[src/bsf_pkg.sv]
// bsf_pkg: shared constants, codes and command/status types of the span finder
// used by bsf_ctrl, bsf_dp, the top level and the checker
`default_nettype none

package bsf_pkg;

  localparam int MAX_CELLS = 1024;
  localparam int ROWS      = 64;
  localparam int WORD_BITS = 64;
  localparam int WORDS     = MAX_CELLS / WORD_BITS;
  localparam int BIT_W     = $clog2(WORD_BITS);
  localparam int WRD_W     = $clog2(WORDS);
  localparam int ROW_W     = $clog2(ROWS);
  localparam int ADDR_W    = ROW_W + WRD_W;
  localparam int DEPTH     = ROWS * WORDS;
  localparam int CELL_W    = $clog2(MAX_CELLS);
  localparam int POS_W     = CELL_W + 1;
  localparam int REQ_W     = 2;

  typedef enum logic [REQ_W-1:0] {
    REQ_WRITE  = 2'd0,
    REQ_NEXT   = 2'd1,
    REQ_AROUND = 2'd2,
    REQ_NONE   = 2'd3
  } req_t;

  typedef enum logic [2:0] {
    ST_CLEAR,
    ST_IDLE,
    ST_WRITE,
    ST_SEARCH,
    ST_EXT_R,
    ST_EXT_L,
    ST_DONE
  } state_t;

  typedef enum logic [1:0] {
    W_HOLD,
    W_INC,
    W_DEC,
    W_POS
  } wrd_op_t;

  typedef enum logic [1:0] {
    SB_HOLD,
    SB_HIT,
    SB_POS,
    SB_CARRY
  } sb_op_t;

  typedef enum logic [2:0] {
    RES_HOLD,
    RES_CLEAR,
    RES_MISS,
    RES_START_HIT,
    RES_END,
    RES_START_LEFT
  } res_op_t;

  typedef struct packed {
    logic    load;
    logic    clr_we;
    logic    cell_we;
    logic    out_load;
    wrd_op_t wrd_op;
    sb_op_t  sb_op;
    res_op_t res_op;
  } cmd_t;

  typedef struct packed {
    logic pos_ok;
    logic srch_hit;
    logic srch_more;
    logic right_stop;
    logic left_stop;
    logic around;
    logic clr_last;
  } sts_t;

  // index of the lowest set bit
  function automatic logic [BIT_W-1:0] ffs(input logic [WORD_BITS-1:0] v);
    logic [BIT_W-1:0] idx;
    idx = '0;
    for (int k = WORD_BITS - 1; k >= 0; k--) begin
      if (v[k]) idx = BIT_W'(k);
    end
    return idx;
  endfunction

  // index of the highest set bit
  function automatic logic [BIT_W-1:0] fls(input logic [WORD_BITS-1:0] v);
    logic [BIT_W-1:0] idx;
    idx = '0;
    for (int k = 0; k < WORD_BITS; k++) begin
      if (v[k]) idx = BIT_W'(k);
    end
    return idx;
  endfunction

endpackage

`default_nettype wire

[src/bsf_ctrl.sv]
// bsf_ctrl: sequencer of the span finder (clear pass, writes, word scans)
// depends on bsf_pkg; drives bsf_dp through cmd_t, reads sts_t
`default_nettype none

module bsf_ctrl (
  input  logic                              clk,
  input  logic                              rst,
  input  logic                              in_valid,
  output logic                              in_ready,
  input  logic [bsf_pkg::REQ_W-1:0]         req_type,
  output logic                              out_valid,
  input  logic                              out_ready,
  input  bsf_pkg::sts_t                     sts,
  output bsf_pkg::cmd_t                     cmd
);
  import bsf_pkg::*;

  state_t state;
  state_t state_next;
  logic   out_valid_next;

  always_ff @(posedge clk) begin
    if (rst) begin
      state     <= ST_CLEAR;
      out_valid <= 1'b0;
    end else begin
      state     <= state_next;
      out_valid <= out_valid_next;
    end
  end

  always_comb begin
    state_next = state;
    cmd        = '{load: 1'b0, clr_we: 1'b0, cell_we: 1'b0, out_load: 1'b0,
                   wrd_op: W_HOLD, sb_op: SB_HOLD, res_op: RES_HOLD};
    in_ready   = 1'b0;
    case (state)
      ST_CLEAR: begin
        cmd.clr_we = 1'b1;
        if (sts.clr_last) state_next = ST_IDLE;
      end
      ST_IDLE: begin
        in_ready = 1'b1;
        if (in_valid) begin
          cmd.load   = 1'b1;
          cmd.sb_op  = SB_POS;
          cmd.res_op = RES_CLEAR;
          case (req_t'(req_type))
            REQ_WRITE:  state_next = sts.pos_ok ? ST_WRITE  : ST_DONE;
            REQ_NEXT:   state_next = sts.pos_ok ? ST_SEARCH : ST_DONE;
            REQ_AROUND: state_next = sts.pos_ok ? ST_EXT_R  : ST_DONE;
            default:    state_next = ST_DONE;
          endcase
        end
      end
      ST_WRITE: begin
        cmd.cell_we = 1'b1;
        state_next  = ST_DONE;
      end
      ST_SEARCH: begin
        if (sts.srch_hit) begin
          cmd.res_op = RES_START_HIT;
          cmd.sb_op  = SB_HIT;
          state_next = ST_EXT_R;
        end else if (sts.srch_more) begin
          cmd.wrd_op = W_INC;
        end else begin
          cmd.res_op = RES_MISS;
          state_next = ST_DONE;
        end
      end
      ST_EXT_R: begin
        if (sts.right_stop) begin
          cmd.res_op = RES_END;
          if (sts.around) begin
            cmd.wrd_op = W_POS;
            cmd.sb_op  = SB_POS;
            state_next = ST_EXT_L;
          end else begin
            state_next = ST_DONE;
          end
        end else begin
          cmd.wrd_op = W_INC;
          cmd.sb_op  = SB_CARRY;
        end
      end
      ST_EXT_L: begin
        if (sts.left_stop) begin
          cmd.res_op = RES_START_LEFT;
          state_next = ST_DONE;
        end else begin
          cmd.wrd_op = W_DEC;
          cmd.sb_op  = SB_CARRY;
        end
      end
      ST_DONE: begin
        if (!out_valid || out_ready) begin
          cmd.out_load = 1'b1;
          state_next   = ST_IDLE;
        end
      end
      default: state_next = ST_CLEAR;
    endcase
    out_valid_next = cmd.out_load | (out_valid & ~out_ready);
  end

endmodule

`default_nettype wire

[config.mk]
export PLATFORM = sky130hd
export DESIGN_NAME = bsf_ctrl
export DESIGN_NICKNAME = d
export VERILOG_FILES = /design/src/bsf_pkg.sv /design/src/bsf_ctrl.sv
export SDC_FILE = /design/constraint.sdc
export NUM_CORES = 1
export LEC_CHECK = 0
export BUFFER_PORTS_ARGS = -buffer_cell sky130_fd_sc_hd__clkbuf_2
export CAP_MARGIN = 20
export CORE_AREA = 2 2 39 41
export CTS_BUF_LIST = sky130_fd_sc_hd__clkbuf_4 sky130_fd_sc_hd__clkbuf_8
export DETAILED_ROUTE_END_ITERATION = 10
export DIE_AREA = 0 0 41 43
export GPL_TIMING_DRIVEN = 0
export PLACE_DENSITY = 0.69
export SLEW_MARGIN = 20
export SYNTH_ARGS = -nofsm -noshare
export SYNTH_HDL_FRONTEND = slang
export SYNTH_SLANG_ARGS = --single-unit
[constraint.sdc]
create_clock -name clk -period 3 [get_ports clk]
set_input_delay 0.6 -clock clk [delete_from_list [all_inputs] [get_ports clk]]
set_output_delay 0.6 -clock clk [all_outputs]
set_load 0.02 [all_outputs]
# After elaboration in Yosys (flattened, before gate mapping)
# Index checks and enable logic that the tools add are counted.
# totals
ff_bits	4
out_inout_bits	13
# classes
n_reduce_logical	5
n_bitwise	3
n_mux	33
eq_ne	14
# ops
op	n
$mux 3	11
$pmux 3 s7	1
$pmux 5 s4	1
$mux 4	3
$mux 1	10
$ne 2x2->1 const B	5
$eq 3x3->1 const B	3
$pmux 3 s3	1
$mux 2	4
$eq 3x2->1 const B	2
$pmux 2 s3	1
$reduce_and 6->1	1
$mux 5	1
$eq 3x1->1 const B	1
$logic_not 3->1	1
$ne 3x3->1 const B	1
$eq 2x1->1 const B	1
$eq 2x2->1 const B	1
$logic_not 2->1	1
$and 1x1->1	1
$logic_not 1->1	1
$logic_or 1x1->1	1
$not 1->1	1
$or 1x1->1	1

# Logic depth before layout (Yosys ltp)
# Gate-level depths: netlist (run 1).
# depth
ltp_word	5
depth_mapped	5
depth_no_buf	4

# Worst setup path after synthesis (run 1)
# OpenSTA, ideal clock, no wires.
# synth_timing
path_kind	input to output
from	in sts[1] (netlist bit)
to	out cmd[4] (netlist bit)
stages	3
arrival_ns	1.323
n_path_buf	0
required_ns	2.400
path_slack_ns	1.077
path_cell_list	nor2b_1 a22oi_1 o21ai_0
# synth_lines
item	line	text
from (decl)	bsf_ctrl.sv:13	input bsf_pkg::sts_t sts,
to (decl)	bsf_ctrl.sv:14	output bsf_pkg::cmd_t cmd

==> results of run 1 <==
[registers in the layout, indices dropped and copies added, names as in the netlist]
name / count
state: 3
out_valid: 1
[area by class of cell]
type,count,area [sq um],share of cell area (%)
sequential,4,80.1,11.9
inverter,2,7.51,1.12
timing repair buffer,25,125,18.6
clock buffer,3,22.5,3.35
buffer,4,35.0,5.20
tap,16,20.0,2.97
multi-input combinational,57,383,56.9
[metal layers]
layer | track usage, % | routed length [microns]
met1 | 23.1 | 593
met2 | 24.1 | 610
met3 | 1.57 | 55
met4 | 8.00 | 11
met5 | 0 | 0
[power by group through the flow]
stage	clock (mW)	sequential, mW	combinational (mW)
finish	0.0691	0.0942	0.453
global placement	0	0.0945	0.446
global route	0.0759	0.0985	0.492
floorplan	0	0.0905	0.345
detailed placement	0	0.0952	0.449
CTS	0.0703	0.0943	0.452
[path summary, 6_finish.rpt]
path / start / end / cells past startpoint / slack, ns
setup / recovery: state[0] / cmd[3] / 5 / 0.95
hold / removal: rst / state[0] / 2 / 0.58
setup reg to reg: state[0] / state[2] / 4 / 1.68
hold reg to reg: out_valid / out_valid / 2 / 0.66
[cell usage in the layout, fill, tap and decap left out, drive strengths merged, types with 2 or more instances in the layout]
cell type | Yosys | layout
inv | 2 | 2
a21oi | 4 | 4
and2 | 2 | 2
dfxtp | 4 | 4
nand2 | 7 | 7
mux2i | 3 | 3
a31oi | 2 | 2
nor2 | 6 | 6
nor3 | 3 | 3
nor2b | 6 | 6
nand2b | 4 | 4
clkbuf | 0 | 28
buf | 4 | 4
o21ai | 6 | 6
[Yosys cell counts, drive strengths merged]
| master | number |
|---|---|
| o221a | 1 |
| a22oi | 1 |
| dfxtp | 4 |
| o2111a | 1 |
| a221o | 1 |
| o21a | 1 |
| or2 | 1 |
| a31oi | 2 |
| and2 | 2 |
| nor2 | 6 |
| inv | 2 |
| o211ai | 1 |
| buf | 4 |
| o21ai | 6 |
| a21oi | 4 |
| and3 | 1 |
| and3b | 1 |
| a311oi | 1 |
| nand2b | 4 |
| a21o | 1 |
| nor2b | 6 |
| nor3 | 3 |
| nand2 | 7 |
| mux2i | 3 |
| and2b | 1 |
| nand3b | 1 |
| o32ai | 1 |
[through the flow]
step           instance area (sq um)  setup slack [ns]  hold slack, ns
6_report                         673             0.949           0.576
5_1_grt                          673             0.834           0.594
4_1_cts                          673             0.950           0.582
3_5_place_dp                     651              1.01           0.662
3_3_place_gp                     651              1.03           0.652
2_1_floorplan                    505              1.08           0.640
[cells by family (layout without fill, tap and decap cells)]
logic type	after synthesis	after routing	share of synthesized area, %
AOI/OAI and AO/OA	21	21	30.4
buffers and inverters	6	34	8.42
DFF	4	4	15.8
muxes	3	3	5.94
and+or+nand+nor	33	33	39.4
==> impl_metrics.toml, run 1 <==
[timing]
timing.fmax_ghz = 0.487
slew_headroom_pct = 77.6
tns_ns = 0
skew_ns = 0.00304
finalSetupViolations = 0
timing.final.crit_period_ns = 2.05
rsz0062_at_grt = "false"
hold_violations = 0
worstMarginPinSlew_ns = 0.327
report.final.slew_viol_count = 0
fin_crit_sh_pct = 68.4

[yosys]
syn_nets = 80
synth_area_leaders = "dfxtp_1 16%, nor2b_1 6.2%, mux2i_1 5.9%, nand2_1 5.2%, o21ai_0 5.0%"
synth_top_area_share_pct = 15.8
synthDistinctLibCells = 33
syn-cell-area_sq_um = 505
yosys.area.top_type = "dfxtp_1"
synth_seq_area_share_pct = 15.8
avgSynthCellArea_sq_um = 7.54
ys_ff_latch = 4
ys_warn_count = 0
syn-instance-count = 67

[pwr]
p_seq_share_pct = 15.3
ir_drop_v = 0.000306
p_comb_share_pct = 73.5
internal_power_uw = 312
p_per_area_mw_per_mm2 = 915
power_frac_clock_pct = 11.2
fin_total_pwr_uw = 616
p_sw_uw = 304
p_leak_nw = 0.325
switching_share_pct = 49.4

[route]
via_count = 588
drc = 0
ant_nets = 0
drt_wl_total_mm = 1.27
drt_pre_antenna_iters = 4
first_iter_violations = 16
wl_per_cell_microns = 11.4
vias_per_cell = 5.30

[clock_tree]
cts_resized = 0
clkTransAtPathRegs_ns = 0.04
postCtsHoldBufs = 0
insertion_delay_ns = 0.24
post-cts-setup-buffers = 0
numClockSinks = 4
numCtsBuffers = 3
clockRootBuffer = "clkbuf_4"
htreeDepth = 1
clock_path_buffers = 2
cts_tree = "done"

[setup_path]
crit_path_start_kind = "flop"
critPathTopFamily = "buffers and inverters"
cp-end-kind = "output pin"
cp_slowest_stage_delay_ns = 0.37
worstPathArrival_ns = 1.45
cp.required_ns = 2.40
crit_fanout = 10
critPathKind = "flop to output pin"
cp_num_buf_inv = 3
slowest_stage = "dfxtp_1"
path_cells = "buf_4, buf_2, nand2_1, o21ai_0, clkbuf_2"

[placement]
placedCellCount = 108
place.gp.congestion = 0.751
dp_hpwl_microns = 976
io_buffers = 25

[global_routing]
grt_max_degree = 11
gr-total-overflow = 0
grt_pass1_wl_mm = 2.07
grt_pass1_vias = 498
antenna_found_initial = 0
track_usage_pct = 16.4

[floorplan]
die-area_sq_mm = 0.00176
die_width_microns = 41
die_h_microns = 43
num_io_pins = 26
fp.coreArea_sq_mm = 0.00138
start_util_pct = 36.5
rows = 14

[layout]
syn_to_final_growth_pct = 33.2
layout.cells.non_filler = 111
nets = 110
drive_gt1_share_pct = 40.0
num-fill-cells = 145
utilization_pct = 48.6
antenna_cells = 0

[flow_run]
drv_cap = 0

[min_path]
min_path_type = "primary input to flop"

[status]
status = "completed"
Power figures use the tool's default switching activity.
==> inputs of run 2 (changes only) <==
Settings changed: ABC_AREA from default to 1, PLACE_DENSITY 0.69 to 0.68.
Clock period 3 ns to 1.8 ns, I/O delays scaled along.
==> run 2 against run 1 <==
Final cell count increased by 18%. Sequential power increased by 57%. Die area unchanged. Total power increased by 63%. Non-clock buffer count is the same. Routed wire length decreased by 5.4%. Register-to-register slack got worse by 1.2 ns. Critical path type unchanged. Highest routed layer is now met3.
==> impl_metrics.toml, run 2 <==
[floorplan]
fp.coreArea_sq_mm = 0.00138
die_h_microns = 43
die-area_sq_mm = 0.00176
rows = 14
start_util_pct = 33.8
num_io_pins = 26
die_width_microns = 41

[pwr]
p_sw_uw = 537
power_frac_clock_pct = 10.8
p_per_area_mw_per_mm2 = 1500
ir_drop_v = 0.000587
switching_share_pct = 53.7
p_seq_share_pct = 14.8
p_leak_nw = 0.399
internal_power_uw = 464
fin_total_pwr_mw = 1.00
p_comb_share_pct = 74.4

[placement]
dp_hpwl_microns = 975
place_ws_ns = 0.253
io_buffers = 25
place.gp.congestion = 0.752
dpl_cell_area_sq_um = 613

[setup_path]
worstPathArrival_ns = 1.35
cp_num_buf_inv = 3
critPathKind = "flop to output pin"
cp.required_ns = 1.44
critPathTopFamily = "flip-flops"
cp_slowest_stage_delay_ns = 0.49
cp-end-kind = "output pin"
path_cells = "inv_2, buf_4, nor3_1, clkbuf_2"
crit_fanout = 6
crit_path_start_kind = "flop"
slowest_stage = "dfxtp_1"

[clock_tree]
numCtsBuffers = 3
clock_path_buffers = 2
insertion_delay_ns = 0.23
postCtsHoldBufs = 0
htreeDepth = 1
cts_tree = "done"
clkTransAtPathRegs_ns = 0.04
numClockSinks = 4
clockRootBuffer = "clkbuf_4"

[layout]
largest_reg_flops = 3
num-fill-cells = 166
reg.largest.list = "state: 3 flops, out_valid: 1 flops"
layout_common_cells = "24 x clkbuf_2, 20 x nand2_1, 10 x inv_1, 10 x nor2_1"
drive_gt1_share_pct = 46.1
syn_to_final_growth_pct = 42.2
largest-register = "state"
final_common_cell = "clkbuf_2"
design_area_sq_um = 666
nets = 130
antenna_cells = 0

[route]
drc = 0
first_iter_violations = 6
wl_per_cell_microns = 9.17
drt_pre_antenna_iters = 3
ant_nets = 0
vias_per_cell = 4.60
drt_wl_total_mm = 1.20
via_count = 602

[yosys]
synth_top_flop_cell = "dfxtp_1"
synth_common_cells = "21 x nand2_1, 10 x inv_1, 10 x nor2_1"
synth_top_area_share_pct = 17.1
ys_ff_latch = 4
avgSynthCellArea_sq_um = 5.51
synthDistinctLibCells = 17
muxShareOfSynthArea_pct = 0
synthAdderAreaFrac_pct = 0
yosysMostFrequentCell = "nand2_1"
synth_compound_area_share_pct = 6.42
ys_warn_count = 0
synthSimpleGateAreaFrac_pct = 61.2
synth_xor_area_share_pct = 0
syn-cell-area_sq_um = 468
synth_seq_area_share_pct = 17.1
synth_edf_count = 0
synth_area_leaders = "dfxtp_1 17%, nand2_1 17%, nor2_2 9.4%, inv_1 8.0%, nor2_1 8.0%"
synthArstFlopShare_pct = 0
syn_nets = 98
synth_top_family_by_area = "simple AND/OR/NAND/NOR gates"
syn-instance-count = 85
yosys.area.top_type = "dfxtp_1"

[timing]
timing.final.crit_period_ns = 1.71
skew_ns = 0.00421
slew_headroom_pct = 79.0
hold_violations = 0
fin_crit_sh_pct = 95.1
worstMarginPinSlew_ns = 0.314
fin_ws_ns = 0.0890
report.final.slew_viol_count = 0
timing.fmax_ghz = 0.584
finalSetupViolations = 0

[global_routing]
grt_max_degree = 11
grt_pass1_vias = 495
gr-total-overflow = 0
grt_pass1_wl_mm = 1.79
track_usage_pct = 14.3
antenna_found_initial = 0

[min_path]
min_path_type = "primary input to flop"

[flow_run]
drv_cap = 0

[status]
status = "completed"
[run 2: area by class of cell]
| type | count | area [sq um] | area share (%) |
|---|---|---|---|
| multi-input combinational | 64 | 325 | 48.9 |
| timing repair buffer | 27 | 143 | 21.4 |
| sequential | 4 | 80.1 | 12.0 |
| inverter | 15 | 56.3 | 8.46 |
| clock buffer | 3 | 22.5 | 3.38 |
| tap | 16 | 20.0 | 3.01 |
| buffer | 2 | 18.8 | 2.82 |
[run 2: power groups by stage]
stage | sequential, mW | clock, mW | combinational (mW)
after detailed placement | 0.145 | 0 | 0.702
after global placement | 0.143 | 0 | 0.697
after CTS | 0.143 | 0.115 | 0.706
after global routing | 0.151 | 0.121 | 0.830
after floorplan | 0.142 | 0 | 0.538
final | 0.148 | 0.108 | 0.745
[run 2: metal layers]
layer | share of wire, % | up-vias | track usage (%) | wire length, microns
met5 | 0 | - | 0 | 0
met4 | 0 | 0 | 6.00 | 0
met3 | 5.7 | 0 | 1.57 | 69
met2 | 51 | 17 | 25.9 | 611
met1 | 43 | 262 | 15.1 | 519
li1 | - | 323 | - | -
[run 2: kinds of logic after synthesis]
kind of cell,Yosys count
buffers and inverters,17
DFF,4
AOI/OAI and AO/OA,6
and+or+nand+nor,58
[run 2: final timing paths]
kind / cells after the start / slack (ns) / start / endpoint
worst max register to register: 9 / 0.50 / state[1] / state[2]
worst max-delay path: 4 / 0.09 / state[1] / cmd[8]
worst min register to register: 2 / 0.51 / out_valid / out_valid
worst min-delay path: 2 / 0.31 / rst / out_valid
[run 2: metrics by stage]
stage	cells	hold WS (ns)	setup TNS, ns	util (%)
after CTS	129	0.295	0	46.1
after global placement	126	0.495	0	44.3
final	131	0.307	0	48.1
after detailed placement	126	0.499	0	44.3
after global routing	131	0.304	-0.00900	48.1
after floorplan	85	0.429	0	-
[run 2: worst reg2reg max path, cell delays in order (launching register included)]
cell,delay [ns]
dfxtp_1,0.49
nand2_1,0.13
nor2_2,0.13
nand2_2,0.08
nand2_2,0.08
nor2_4,0.05
nand2_4,0.07
nand2_1,0.06
nand2_1,0.07
nor2_2,0.03
[run 2: timing repair]
action | 4_1_cts | 5_1_grt
buffers inserted | 0 | 2
resized for setup | 1 | 4
setup endpoints to repair | 1 | 3
